File: src/hdl/ffaza_pkg.sv
`timescale 1ns / 1ps
// ----------------------------------------------------------------------------
// ffaza_pkg
// Types and codes shared by the aligned first-fit zone allocator.
// ----------------------------------------------------------------------------
package ffaza_pkg;

    localparam int DataW = 16;

    // Request operation codes
    localparam logic OP_RESERVE = 1'b0;
    localparam logic OP_FREE    = 1'b1;

    // Result status codes
    localparam logic [1:0] ST_OK    = 2'd0;
    localparam logic [1:0] ST_NOFIT = 2'd1;
    localparam logic [1:0] ST_FULL  = 2'd2;

    // Configuration register indexes
    localparam logic CFG_POOL_BASE = 1'b0;
    localparam logic CFG_POOL_SIZE = 1'b1;

    typedef struct packed {
        logic [DataW-1:0] base;
        logic [DataW-1:0] size;
    } zone_t;

    typedef enum logic [3:0] {
        S_IDLE,
        S_START,
        S_RD,
        S_WAIT,
        S_DIV,
        S_RCHK,
        S_FCHK,
        S_DECIDE,
        S_EXEC,
        S_SD,
        S_SDW,
        S_SU,
        S_SUW,
        S_DONE
    } state_t;

    typedef enum logic [1:0] {
        RD_IDX,
        RD_PTR_NEXT,
        RD_PTR_PREV
    } rd_sel_t;

    typedef enum logic [2:0] {
        WR_NONE,
        WR_PRIM,
        WR_SHDN,
        WR_SHUP,
        WR_INS
    } wr_sel_t;

    typedef enum logic [2:0] {
        PTR_HOLD,
        PTR_IDX,
        PTR_CNT,
        PTR_INC,
        PTR_DEC
    } ptr_op_t;

    typedef enum logic [1:0] {
        CNT_HOLD,
        CNT_INC,
        CNT_DEC
    } cnt_op_t;

    // Controller to datapath
    typedef struct packed {
        logic       idle;
        logic       cap;
        logic       div_start;
        logic       adv;
        logic       decide;
        logic       set_st;
        logic [1:0] st_code;
        logic       out_load;
        rd_sel_t    rd_sel;
        wr_sel_t    wr_sel;
        ptr_op_t    ptr_op;
        cnt_op_t    cnt_op;
    } cmd_t;

    // Datapath to controller
    typedef struct packed {
        logic req_fire;
        logic is_free;
        logic cnt_zero;
        logic scan_last;
        logic div_done;
        logic fit;
        logic brk;
        logic need_wr;
        logic need_drop;
        logic need_ins;
        logic full_err;
        logic sd_more;
        logic su_more;
        logic out_free;
    } stat_t;

endpackage

File: src/hdl/ffaza_if.sv
`timescale 1ns / 1ps
// ----------------------------------------------------------------------------
// ffaza_if
// Request, result and configuration channels with valid/ready handshake.
// ----------------------------------------------------------------------------
interface ffaza_req_if;
    logic        valid;
    logic        ready;
    logic        operation;
    logic [15:0] block_length;
    logic [15:0] block_start;
    logic [15:0] align_to;
    modport source (output valid, operation, block_length, block_start, align_to,
                    input ready);
    modport sink   (input valid, operation, block_length, block_start, align_to,
                    output ready);
endinterface

interface ffaza_rsp_if;
    logic        valid;
    logic        ready;
    logic [1:0]  status;
    logic [15:0] granted_start;
    modport source (output valid, status, granted_start, input ready);
    modport sink   (input valid, status, granted_start, output ready);
endinterface

interface ffaza_cfg_if;
    logic        valid;
    logic        ready;
    logic        index;
    logic [15:0] data;
    modport source (output valid, index, data, input ready);
    modport sink   (input valid, index, data, output ready);
endinterface

File: src/hdl/ffaza_ram.sv
`timescale 1ns / 1ps
// ----------------------------------------------------------------------------
// ffaza_ram
// Generic single-write, single-read RAM with registered read data.
// ----------------------------------------------------------------------------
module ffaza_ram #(
    parameter int WIDTH = 32,
    parameter int DEPTH = 32
) (
    input  logic                     clk,
    input  logic                     we,
    input  logic [$clog2(DEPTH)-1:0] waddr,
    input  logic [WIDTH-1:0]         wdata,
    input  logic [$clog2(DEPTH)-1:0] raddr,
    output logic [WIDTH-1:0]         rdata
);

    logic [WIDTH-1:0] mem [DEPTH];

    // Write port and registered read port
    always_ff @(posedge clk)
    begin
        if (we)
        begin
            mem[waddr] <= wdata;
        end
        rdata <= mem[raddr];
    end

endmodule

File: src/hdl/ffaza_ctrl.sv
`timescale 1ns / 1ps
// ----------------------------------------------------------------------------
// ffaza_ctrl
// Sequencer: scan, decide, write/shift and result hand-off.
// ----------------------------------------------------------------------------
module ffaza_ctrl (
    input  logic           clk,
    input  logic           rst_n,
    input  ffaza_pkg::stat_t stat,
    output ffaza_pkg::cmd_t  cmd
);
    import ffaza_pkg::*;

    state_t state_reg;
    state_t state_next;

    // State register
    always_ff @(posedge clk or negedge rst_n)
    begin
        if (!rst_n)
        begin
            state_reg <= S_IDLE;
        end
        else
        begin
            state_reg <= state_next;
        end
    end

    // Next state
    always_comb
    begin
        state_next = state_reg;
        case (state_reg)
            S_IDLE:   if (stat.req_fire) state_next = S_START;
            S_START:
            begin
                if (!stat.cnt_zero)    state_next = S_RD;
                else if (stat.is_free) state_next = S_DECIDE;
                else                   state_next = S_DONE;
            end
            S_RD:     state_next = S_WAIT;
            S_WAIT:   state_next = stat.is_free ? S_FCHK : S_DIV;
            S_DIV:    if (stat.div_done) state_next = S_RCHK;
            S_RCHK:
            begin
                if (stat.fit)            state_next = S_DECIDE;
                else if (stat.scan_last) state_next = S_DONE;
                else                     state_next = S_RD;
            end
            S_FCHK:
            begin
                if (stat.brk || stat.scan_last) state_next = S_DECIDE;
                else                            state_next = S_RD;
            end
            S_DECIDE: state_next = S_EXEC;
            S_EXEC:
            begin
                if (stat.full_err)       state_next = S_DONE;
                else if (stat.need_drop) state_next = S_SD;
                else if (stat.need_ins)  state_next = S_SU;
                else                     state_next = S_DONE;
            end
            S_SD:     state_next = stat.sd_more ? S_SDW : S_DONE;
            S_SDW:    state_next = S_SD;
            S_SU:     state_next = stat.su_more ? S_SUW : S_DONE;
            S_SUW:    state_next = S_SU;
            S_DONE:   if (stat.out_free) state_next = S_IDLE;
            default:  state_next = S_IDLE;
        endcase
    end

    // Command outputs
    always_comb
    begin
        cmd           = '0;
        cmd.rd_sel    = RD_IDX;
        cmd.wr_sel    = WR_NONE;
        cmd.ptr_op    = PTR_HOLD;
        cmd.cnt_op    = CNT_HOLD;
        cmd.st_code   = ST_OK;
        case (state_reg)
            S_IDLE:   cmd.idle = 1'b1;
            S_START:
            begin
                if (stat.cnt_zero && !stat.is_free)
                begin
                    cmd.set_st  = 1'b1;
                    cmd.st_code = ST_NOFIT;
                end
            end
            S_RD:     cmd.rd_sel = RD_IDX;
            S_WAIT:
            begin
                cmd.cap       = 1'b1;
                cmd.div_start = !stat.is_free;
            end
            S_DIV:    cmd.rd_sel = RD_IDX;
            S_RCHK:
            begin
                if (!stat.fit && stat.scan_last)
                begin
                    cmd.set_st  = 1'b1;
                    cmd.st_code = ST_NOFIT;
                end
                else if (!stat.fit)
                begin
                    cmd.adv = 1'b1;
                end
            end
            S_FCHK:   cmd.adv = !stat.brk;
            S_DECIDE: cmd.decide = 1'b1;
            S_EXEC:
            begin
                if (stat.full_err)
                begin
                    cmd.set_st  = 1'b1;
                    cmd.st_code = ST_FULL;
                end
                else
                begin
                    if (stat.need_wr) cmd.wr_sel = WR_PRIM;
                    cmd.ptr_op = stat.need_drop ? PTR_IDX : PTR_CNT;
                    if (!stat.need_drop && !stat.need_ins) cmd.set_st = 1'b1;
                end
            end
            S_SD:
            begin
                if (stat.sd_more)
                begin
                    cmd.rd_sel = RD_PTR_NEXT;
                end
                else
                begin
                    cmd.cnt_op = CNT_DEC;
                    cmd.set_st = 1'b1;
                end
            end
            S_SDW:
            begin
                cmd.wr_sel = WR_SHDN;
                cmd.ptr_op = PTR_INC;
            end
            S_SU:
            begin
                if (stat.su_more)
                begin
                    cmd.rd_sel = RD_PTR_PREV;
                end
                else
                begin
                    cmd.wr_sel = WR_INS;
                    cmd.cnt_op = CNT_INC;
                    cmd.set_st = 1'b1;
                end
            end
            S_SUW:
            begin
                cmd.wr_sel = WR_SHUP;
                cmd.ptr_op = PTR_DEC;
            end
            S_DONE:   cmd.out_load = stat.out_free;
            default:  cmd.idle = 1'b0;
        endcase
    end

endmodule

File: src/hdl/ffaza_dp.sv
`timescale 1ns / 1ps
// ----------------------------------------------------------------------------
// ffaza_dp
// Datapath: zone table, alignment divider, merge/split decision, result.
// ----------------------------------------------------------------------------
module ffaza_dp #(
    parameter int MAX_ZONES = 32
) (
    input  logic             clk,
    input  logic             rst_n,
    ffaza_req_if.sink        req,
    ffaza_rsp_if.source      rsp,
    ffaza_cfg_if.sink        cfg,
    input  ffaza_pkg::cmd_t  cmd,
    output ffaza_pkg::stat_t stat
);
    import ffaza_pkg::*;

    localparam int AW = $clog2(MAX_ZONES);
    localparam int CW = $clog2(MAX_ZONES + 1);
    localparam logic [CW-1:0] MaxCnt = CW'(MAX_ZONES);

    // Configuration and table control
    logic [15:0]   pool_base_reg;
    zone_t         init_zone_reg;
    logic [CW-1:0] count_reg;
    logic          init_reg;
    // Latched request
    logic          op_reg;
    logic [15:0]   len_reg;
    logic [15:0]   start_reg;
    logic [15:0]   align_reg;
    // Scan state
    logic [CW-1:0] idx_reg;
    logic [CW-1:0] ptr_reg;
    zone_t         cur_reg;
    zone_t         prev_reg;
    // Divider
    logic          div_busy_reg;
    logic [4:0]    div_cnt_reg;
    logic [15:0]   div_rem_reg;
    logic [15:0]   div_q_reg;
    // Decision
    logic          need_wr_reg;
    logic          need_drop_reg;
    logic          need_ins_reg;
    logic [CW-1:0] wr_addr_reg;
    zone_t         wr_data_reg;
    logic [CW-1:0] ins_addr_reg;
    zone_t         ins_data_reg;
    logic [15:0]   grant_reg;
    logic [1:0]    st_reg;
    // Result register
    logic          out_valid_reg;
    logic [1:0]    out_status_reg;
    logic [15:0]   out_grant_reg;
    // Memory
    logic          rd_ovr_reg;
    logic          we;
    logic [AW-1:0] waddr;
    logic [AW-1:0] raddr;
    logic [31:0]   wdata;
    logic [31:0]   rdata;
    zone_t         entry;

    ffaza_ram #(.WIDTH(32), .DEPTH(MAX_ZONES)) u_ram (
        .clk   (clk),
        .we    (we),
        .waddr (waddr),
        .wdata (wdata),
        .raddr (raddr),
        .rdata (rdata)
    );

    // Entry 0 reads as the zone captured at the last reload until first written
    assign entry = rd_ovr_reg ? init_zone_reg : zone_t'(rdata);

    logic [CW-1:0] ptr_inc;
    logic [CW-1:0] ptr_dec;
    assign ptr_inc = ptr_reg + CW'(1);
    assign ptr_dec = ptr_reg - CW'(1);

    // Read address
    always_comb
    begin
        case (cmd.rd_sel)
            RD_PTR_NEXT: raddr = ptr_inc[AW-1:0];
            RD_PTR_PREV: raddr = ptr_dec[AW-1:0];
            default:     raddr = idx_reg[AW-1:0];
        endcase
    end

    // Write port
    always_comb
    begin
        we    = 1'b1;
        waddr = ptr_reg[AW-1:0];
        wdata = entry;
        case (cmd.wr_sel)
            WR_PRIM:
            begin
                waddr = wr_addr_reg[AW-1:0];
                wdata = wr_data_reg;
            end
            WR_INS:
            begin
                waddr = ins_addr_reg[AW-1:0];
                wdata = ins_data_reg;
            end
            WR_SHDN, WR_SHUP: we = 1'b1;
            default:          we = 1'b0;
        endcase
    end

    // Alignment offset from divider remainder
    logic [15:0] off;
    logic [16:0] div_trial;
    logic [16:0] need;
    logic [15:0] rest;
    assign off       = (div_rem_reg == 16'd0) ? 16'd0 : align_reg - div_rem_reg;
    assign div_trial = {div_rem_reg, div_q_reg[15]};
    assign need      = {1'b0, off} + {1'b0, len_reg};
    assign rest      = cur_reg.size - off;

    // Free adjacency and merged sizes
    logic        have_prev;
    logic        have_cur;
    logic        prev_adj;
    logic        post_adj;
    logic [17:0] sum_both;
    logic [17:0] sum_prev;
    logic [17:0] sum_post;
    logic [15:0] sat_both;
    logic [15:0] sat_prev;
    logic [15:0] sat_post;
    assign have_prev = idx_reg != '0;
    assign have_cur  = idx_reg < count_reg;
    assign prev_adj  = have_prev &&
                       (({1'b0, prev_reg.base} + {1'b0, prev_reg.size}) == {1'b0, start_reg});
    assign post_adj  = have_cur &&
                       (({1'b0, start_reg} + {1'b0, len_reg}) == {1'b0, cur_reg.base});
    assign sum_both  = {2'b0, prev_reg.size} + {2'b0, len_reg} + {2'b0, cur_reg.size};
    assign sum_prev  = {2'b0, prev_reg.size} + {2'b0, len_reg};
    assign sum_post  = {2'b0, cur_reg.size} + {2'b0, len_reg};
    assign sat_both  = (|sum_both[17:16]) ? 16'hFFFF : sum_both[15:0];
    assign sat_prev  = (|sum_prev[17:16]) ? 16'hFFFF : sum_prev[15:0];
    assign sat_post  = (|sum_post[17:16]) ? 16'hFFFF : sum_post[15:0];

    // Configuration, zone count, read override and divider control
    always_ff @(posedge clk or negedge rst_n)
    begin
        if (!rst_n)
        begin
            pool_base_reg <= '0;
            init_zone_reg <= '0;
            count_reg     <= CW'(1);
            init_reg      <= 1'b1;
            div_busy_reg  <= 1'b0;
            div_cnt_reg   <= '0;
            rd_ovr_reg    <= 1'b0;
        end
        else
        begin
            rd_ovr_reg <= init_reg && (raddr == '0);
            if (cfg.valid && cfg.ready)
            begin
                case (cfg.index)
                    CFG_POOL_BASE: pool_base_reg <= cfg.data;
                    CFG_POOL_SIZE:
                    begin
                        init_zone_reg <= '{base: pool_base_reg, size: cfg.data};
                        count_reg     <= CW'(1);
                        init_reg      <= 1'b1;
                    end
                    default: pool_base_reg <= pool_base_reg;
                endcase
            end
            else
            begin
                if (we && waddr == '0) init_reg <= 1'b0;
                case (cmd.cnt_op)
                    CNT_INC: count_reg <= count_reg + CW'(1);
                    CNT_DEC: count_reg <= count_reg - CW'(1);
                    default: count_reg <= count_reg;
                endcase
            end
            if (cmd.div_start)
            begin
                div_busy_reg <= 1'b1;
                div_cnt_reg  <= 5'd16;
            end
            else if (div_busy_reg)
            begin
                div_cnt_reg <= div_cnt_reg - 5'd1;
                if (div_cnt_reg == 5'd1) div_busy_reg <= 1'b0;
            end
        end
    end

    // Payload registers
    always_ff @(posedge clk)
    begin
        if (cmd.idle && req.valid)
        begin
            op_reg    <= req.operation;
            len_reg   <= req.block_length;
            start_reg <= req.block_start;
            align_reg <= (req.align_to == 16'd0) ? 16'd1 : req.align_to;
            idx_reg   <= '0;
        end
        else if (cmd.adv)
        begin
            idx_reg  <= idx_reg + CW'(1);
            prev_reg <= cur_reg;
        end
        if (cmd.cap) cur_reg <= entry;
        if (cmd.div_start)
        begin
            div_rem_reg <= '0;
            div_q_reg   <= entry.base;
        end
        else if (div_busy_reg)
        begin
            div_q_reg <= {div_q_reg[14:0], 1'b0};
            if (div_trial >= {1'b0, align_reg})
                div_rem_reg <= 16'(div_trial - {1'b0, align_reg});
            else
                div_rem_reg <= div_trial[15:0];
        end
        case (cmd.ptr_op)
            PTR_IDX: ptr_reg <= idx_reg;
            PTR_CNT: ptr_reg <= count_reg;
            PTR_INC: ptr_reg <= ptr_inc;
            PTR_DEC: ptr_reg <= ptr_dec;
            default: ptr_reg <= ptr_reg;
        endcase
        if (cmd.set_st) st_reg <= cmd.st_code;
        // Merge, split and insert decision
        if (cmd.decide)
        begin
            need_wr_reg   <= 1'b0;
            need_drop_reg <= 1'b0;
            need_ins_reg  <= 1'b0;
            wr_addr_reg   <= idx_reg;
            wr_data_reg   <= cur_reg;
            ins_addr_reg  <= idx_reg;
            ins_data_reg  <= '{base: start_reg, size: len_reg};
            grant_reg     <= 16'd0;
            if (op_reg == OP_RESERVE)
            begin
                grant_reg <= cur_reg.base + off;
                if (off == 16'd0)
                begin
                    if (cur_reg.size == len_reg)
                    begin
                        need_drop_reg <= 1'b1;
                    end
                    else
                    begin
                        need_wr_reg <= 1'b1;
                        wr_data_reg <= '{base: cur_reg.base + len_reg,
                                         size: cur_reg.size - len_reg};
                    end
                end
                else
                begin
                    need_wr_reg <= 1'b1;
                    wr_data_reg <= '{base: cur_reg.base, size: off};
                    if (rest != len_reg)
                    begin
                        need_ins_reg <= 1'b1;
                        ins_addr_reg <= idx_reg + CW'(1);
                        ins_data_reg <= '{base: cur_reg.base + off + len_reg,
                                          size: rest - len_reg};
                    end
                end
            end
            else if (prev_adj && post_adj)
            begin
                need_wr_reg   <= 1'b1;
                need_drop_reg <= 1'b1;
                wr_addr_reg   <= idx_reg - CW'(1);
                wr_data_reg   <= '{base: prev_reg.base, size: sat_both};
            end
            else if (prev_adj)
            begin
                need_wr_reg <= 1'b1;
                wr_addr_reg <= idx_reg - CW'(1);
                wr_data_reg <= '{base: prev_reg.base, size: sat_prev};
            end
            else if (post_adj)
            begin
                need_wr_reg <= 1'b1;
                wr_data_reg <= '{base: cur_reg.base - len_reg, size: sat_post};
            end
            else
            begin
                need_ins_reg <= 1'b1;
            end
        end
        if (cmd.out_load)
        begin
            out_status_reg <= st_reg;
            out_grant_reg  <= (st_reg == ST_OK) ? grant_reg : 16'd0;
        end
    end

    // Result valid
    always_ff @(posedge clk or negedge rst_n)
    begin
        if (!rst_n)
        begin
            out_valid_reg <= 1'b0;
        end
        else if (cmd.out_load)
        begin
            out_valid_reg <= 1'b1;
        end
        else if (rsp.ready)
        begin
            out_valid_reg <= 1'b0;
        end
    end

    assign req.ready         = cmd.idle;
    assign cfg.ready         = 1'b1;
    assign rsp.valid         = out_valid_reg;
    assign rsp.status        = out_status_reg;
    assign rsp.granted_start = out_grant_reg;

    // Status to controller
    always_comb
    begin
        stat           = '0;
        stat.req_fire  = req.valid && cmd.idle;
        stat.is_free   = op_reg == OP_FREE;
        stat.cnt_zero  = count_reg == '0;
        stat.scan_last = (idx_reg + CW'(1)) >= count_reg;
        stat.div_done  = !div_busy_reg;
        stat.fit       = {1'b0, cur_reg.size} >= need;
        stat.brk       = cur_reg.base > start_reg;
        stat.need_wr   = need_wr_reg;
        stat.need_drop = need_drop_reg;
        stat.need_ins  = need_ins_reg;
        stat.full_err  = need_ins_reg && (count_reg >= MaxCnt);
        stat.sd_more   = ptr_inc < count_reg;
        stat.su_more   = ptr_reg > ins_addr_reg;
        stat.out_free  = !out_valid_reg || rsp.ready;
    end

`ifndef ASSERT_OFF
    a_count_range: assert property (@(posedge clk) disable iff (!rst_n)
        count_reg <= MaxCnt)
        else $error("zone count above table depth");
    a_write_in_table: assert property (@(posedge clk) disable iff (!rst_n)
        (cmd.wr_sel == WR_SHUP || cmd.wr_sel == WR_INS) |-> ptr_reg <= count_reg)
        else $error("shift-up write beyond table end");
    a_div_len: assert property (@(posedge clk) disable iff (!rst_n)
        cmd.div_start |=> div_busy_reg && div_cnt_reg == 5'd16)
        else $error("divider did not start");
    a_count_step: assert property (@(posedge clk) disable iff (!rst_n)
        (cmd.cnt_op == CNT_INC && !cfg.valid) |=> count_reg == $past(count_reg) + CW'(1))
        else $error("zone count did not step");
`endif

endmodule

File: src/hdl/first_fit_aligned_zone_allocator.sv
`timescale 1ns / 1ps
// Reserve scans zones in order, using a serial remainder for the alignment;
//   free scans until the first zone above the freed block; table entries are
//   shifted on insert or remove, and the result is handed off via a register.
// One request at a time: a new request is accepted only while idle.
// Reset: table holds one zone {0,0}; writing pool_size reloads it.
// ----------------------------------------------------------------------------
// first_fit_aligned_zone_allocator
// First-fit free-zone allocator with aligned reserve and coalescing free.
// ----------------------------------------------------------------------------
module first_fit_aligned_zone_allocator #(
    parameter int MAX_ZONES = 32
) (
    input logic         clk,
    input logic         rst_n,
    ffaza_req_if.sink   req,
    ffaza_rsp_if.source rsp,
    ffaza_cfg_if.sink   cfg
);
    import ffaza_pkg::*;

    cmd_t  cmd;
    stat_t stat;

    ffaza_ctrl u_ctrl (
        .clk   (clk),
        .rst_n (rst_n),
        .stat  (stat),
        .cmd   (cmd)
    );

    ffaza_dp #(.MAX_ZONES(MAX_ZONES)) u_dp (
        .clk   (clk),
        .rst_n (rst_n),
        .req   (req),
        .rsp   (rsp),
        .cfg   (cfg),
        .cmd   (cmd),
        .stat  (stat)
    );

endmodule
File: src/flat_wrapper.sv
// flat-port wrapper written by rule: the top's interface ports become plain ports
module first_fit_aligned_zone_allocator_flat import ffaza_pkg::*;
#(
    parameter int MAX_ZONES = 32
)
  (clk, rst_n, req_valid, req_operation, req_block_length, req_block_start, req_align_to, req_ready, rsp_valid, rsp_status, rsp_granted_start, rsp_ready, cfg_valid, cfg_index, cfg_data, cfg_ready);
  ffaza_req_if req_i ();
  ffaza_rsp_if rsp_i ();
  ffaza_cfg_if cfg_i ();
  input logic clk;
  input logic rst_n;
  input wire logic [$bits(req_i.valid)-1:0] req_valid;
  input wire logic [$bits(req_i.operation)-1:0] req_operation;
  input wire logic [$bits(req_i.block_length)-1:0] req_block_length;
  input wire logic [$bits(req_i.block_start)-1:0] req_block_start;
  input wire logic [$bits(req_i.align_to)-1:0] req_align_to;
  output wire logic [$bits(req_i.ready)-1:0] req_ready;
  output wire logic [$bits(rsp_i.valid)-1:0] rsp_valid;
  output wire logic [$bits(rsp_i.status)-1:0] rsp_status;
  output wire logic [$bits(rsp_i.granted_start)-1:0] rsp_granted_start;
  input wire logic [$bits(rsp_i.ready)-1:0] rsp_ready;
  input wire logic [$bits(cfg_i.valid)-1:0] cfg_valid;
  input wire logic [$bits(cfg_i.index)-1:0] cfg_index;
  input wire logic [$bits(cfg_i.data)-1:0] cfg_data;
  output wire logic [$bits(cfg_i.ready)-1:0] cfg_ready;
  assign req_i.valid = req_valid;
  assign req_i.operation = req_operation;
  assign req_i.block_length = req_block_length;
  assign req_i.block_start = req_block_start;
  assign req_i.align_to = req_align_to;
  assign req_ready = req_i.ready;
  assign rsp_valid = rsp_i.valid;
  assign rsp_status = rsp_i.status;
  assign rsp_granted_start = rsp_i.granted_start;
  assign rsp_i.ready = rsp_ready;
  assign cfg_i.valid = cfg_valid;
  assign cfg_i.index = cfg_index;
  assign cfg_i.data = cfg_data;
  assign cfg_ready = cfg_i.ready;
  first_fit_aligned_zone_allocator #(.MAX_ZONES(MAX_ZONES)) u_core (.clk(clk), .rst_n(rst_n), .req(req_i), .rsp(rsp_i), .cfg(cfg_i));
endmodule
File: config.mk
export PLATFORM = sky130hd
export DESIGN_NAME = first_fit_aligned_zone_allocator_flat
export DESIGN_NICKNAME = d
export VERILOG_FILES = /design/src/hdl/ffaza_pkg.sv /design/src/hdl/ffaza_if.sv /design/src/hdl/ffaza_ram.sv /design/src/hdl/ffaza_ctrl.sv /design/src/hdl/ffaza_dp.sv /design/src/hdl/first_fit_aligned_zone_allocator.sv /design/src/flat_wrapper.sv
export SDC_FILE = /design/constraint.sdc
export NUM_CORES = 2
export LEC_CHECK = 0
export BUFFER_PORTS_ARGS = -buffer_cell sky130_fd_sc_hd__clkbuf_2
export CORE_MARGIN = 3
export CORE_UTILIZATION = 55
export DETAILED_ROUTE_END_ITERATION = 16
export GPL_TIMING_DRIVEN = 0
export PLACE_DENSITY = 0.81
export SYNTH_ARGS = -nofsm -noshare
export SYNTH_HDL_FRONTEND = slang
export SYNTH_HIERARCHICAL = 1
export SYNTH_SLANG_ARGS = --single-unit
File: constraint.sdc
create_clock -name clk -period 9.8 [get_ports clk]
set_input_delay 2.45 -clock clk [delete_from_list [all_inputs] [get_ports clk]]
set_output_delay 2.45 -clock clk [all_outputs]
set_load 0.02 [all_outputs]
==> run summary <==
Antenna diodes - 0
Reg clk slew, reported paths - 0.07 ns
Buf/Inv on CP - 1
Leading area contributor after synthesis - edfxtp_1
Ranking of synthesized cells by area - edfxtp_1 55%, mux2i_1 8.0%, ha_1 5.4%
Post-CTS Hold Fix Bufs - 0
Total CTS buffers - 140
Met3 Use GR - 6.39%
First-pass GRT wire length - 303,000 um
Die W - 361 um
#FFs+latches synth - 1,394
Min cycle time layout - 8.00 ns
Initial core utilization - 55.6%
Flop-to-flop setup slack - 1.80 ns
M1 GR Usage - 39.7%
Core ar. - 124,000 um^2
Vias in the first global route - 46,233
Top reg by flops - u_core/u_dp/u_ram/mem
Ys flop type - edfxtp_1
Peak-usage layer in the global routing report - met2
Setup CP Type - flop to flop
Routed vias - 47,448
Post-CTS Setup Inserts - 0
Final Hold Viols - 0
Clock Skew - 0.0454 ns
Antenna-violating nets left - 0
CTS Buffer Depth - 3
TritonCTS clock tree - built
Yosys warnings - 6
Max reg flops - 1,024
Top delay family on crit path - simple AND/OR/NAND/NOR gates
Vias per inst - 6.40
Distinct cells, synth - 109
CTS root buffer - clkbuf_16
Worst stage delay on the critical path - 1.03 ns
IO Count - 92
Full die area - 130,000 um^2
Max-slew headroom - -1.70%
Tightest Pin Transition - 1.51 ns
1st-pass router iterations - 6
Crit end category - flop
Final WL - 209,000 um
Dpl hpwl - 150,000 um
GRT Total Usage - 31.5%
Fmax - 125 MHz
EDFF count, synth - 1,273
Syn Inst Count - 5,369
Critical R2R Capture - u_core/u_dp/st_reg[1]
Share of layout cells above drive strength 1 - 11.7%
GR Layer Usage met2 - 51.3%
Lkg Pwr - 28.0 nW
Grt ovf - 0
Final-stage net count - 6,049
Tot Pwr - 29.1 mW
# port buffers - 90
Pwr dens - 374 nW/um^2
Hold Crit Start - u_core/u_dp/st_reg[1]
Crit-path max FO - 6
Rows - 129
MaxCap Viol Count - 2
RR Startpoint - u_core/u_dp/align_reg[0]
Mapped Nets - 5,756
Violated checks - capacitance limit, slew limit
Hold Crit Class - flop to flop
Die H - 361 um
Hold WS - 0.460 ns
Fillcell total - 9,120
Sink Count - 1,394
Area of the mapped netlist - 69,200 um^2
Hold path endpoint - u_core/u_dp/rsp.status[1]
Final period utilization - 81.6%
Ys async rst share - 4.81%
Post-cts sizing count - 0
Initial antenna violation count - 4
RSZ-0062 raised after global routing - false
# setup viols final - 0
H-tree lvl count - 4
Top cell type's share of synthesized area - 55.3%
Wire per inst - 28.2 um
Max VDD drop - 0.304 mV
WP data arrival - 8.53 ns
Slowest cell on the critical path - nor2_1
Largest net degree at the start of global routing - 62
Crit start category - flop
Most frequent cells after synthesis - 1,273 x edfxtp_1, 552 x mux2i_1, 320 x nand2_1
Hold-critical path depth - 0
WP data required - 10.33 ns
P&R area growth vs syn - 12.3%
DRC Markers - 0
Total negative slack - 0 ns
Clk Latency, worst-skew pair - 0.81 ns
Count leader, synth - edfxtp_1
Reg2Reg Depth - 25
Status - complete, but fails checks
Initial DRC count - 5,085
Seq/Total Area, Yosys - 59.3%
Final Max Tran Viols - 4
Final RePlAce weighted congestion - 1.02
Synth Area per Inst - 12.9 um^2
==> layer usage <==
metal  share of wire, %  vias to the layer above
met4                6.4                        4
met5              0.013                        -
met1                 37                    23275
met3                9.2                      602
met2                 47                     2584
li1                   -                    20983
==> cell usage in the layout, fill, tap and decap left out, types with 68 or more instances in the layout <==
cell type / count
edfxtp_1: 1273
mux2i_1: 552
nand2_1: 320
ha_1: 300
a21oi_1: 289
nor2_1: 236
inv_1: 202
nand3_1: 163
clkbuf_1: 161
o21ai_0: 156
xnor2_1: 151
clkbuf_16: 142
a22oi_1: 137
nor3_1: 106
clkbuf_2: 89
xor2_1: 77
mux2_2: 72
a22o_1: 68
==> area by class of cell <==
class	count	area (um^2)	share of cell area, %
Timing Repair Buffer	151	1560	2.01
Buffer	261	1360	1.75
Tap cell	1637	2050	2.64
Clock inverter	85	878	1.13
Inverter	204	768	0.989
Sequential cell	1394	41000	52.8
Multi-Input combinational cell	3510	26400	34.0
Clock buffer	173	3700	4.76
==> how the worst max path moves through the flow <==
stage | slack (ns) | from | cells after the start | endpoint
final | 1.80 | u_core/u_dp/align_reg[0] | 25 | u_core/u_dp/st_reg[1]
after global routing | 1.49 | u_core/u_dp/align_reg[0] | 25 | u_core/u_dp/st_reg[1]
after CTS | 1.93 | u_core/u_dp/align_reg[0] | 25 | u_core/u_dp/st_reg[0]
after detailed placement | 1.89 | u_core/u_dp/align_reg[0] | 25 | u_core/u_dp/st_reg[1]
after global placement | -0.13 | u_core/u_dp/align_reg[0] | 26 | u_core/u_dp/prev_reg[31]
after floorplan | 2.67 | u_core/u_dp/align_reg[0] | 25 | u_core/u_dp/prev_reg[0]
==> stage by stage <==
step | setup slack (ns) | area (um^2) | instances | utilization, %
finish | 1.80 | 77700 | 7415 | 62.5
global route | 1.49 | 77700 | 7415 | 62.5
CTS | 1.93 | 77700 | 7415 | 62.5
detailed placement | 1.89 | 73100 | 7157 | 58.8
global placement | -0.134 | 71700 | 7096 | 57.7
floorplan | 2.67 | 69200 | 5369 | -
==> logic make-up after synthesis <==
family	synth area share, %
compound gates	11.0
mux	9.22
other cells	0.00542
xor+xnor	2.89
fa+ha+maj	5.92
flops	59.3
simple gates	8.67
buf+inv	3.07
==> worst reg2reg max path, cell delays in order (launching register included) <==
cell and delay [ns]:
edfxtp_1 0.45, inv_1 0.09, ha_1 0.19, fa_1 0.45, nor2_1 1.03, ha_1 0.43, a21o_1 0.15, a21oi_1 0.22
o21bai_1 0.12, a2111oi_0 0.55, o41ai_1 0.26, maj3_1 0.41, nand2_1 0.09, a21oi_1 0.10, a21o_1 0.19, a21oi_1 0.21
xor2_1 0.10, ha_1 0.30, nand3_1 0.07, nor4_1 0.24, a2111oi_0 0.12, nor4_1 0.95, nor2b_1 0.23, a22oi_1 0.25
nor3_1 0.09, or4_1 0.48
==> power breakdown <==
group / internal, mW / switching, mW / leakage (nW) / total [mW]
combinational: 5.15 / 9.49 / 13.0 / 14.6
sequential: 8.64 / 0.505 / 12.8 / 9.14
clock: 2.95 / 2.36 / 2.22 / 5.30
total: 16.7 / 12.3 / 28.0 / 29.1
Power figures use the tool's default switching activity.
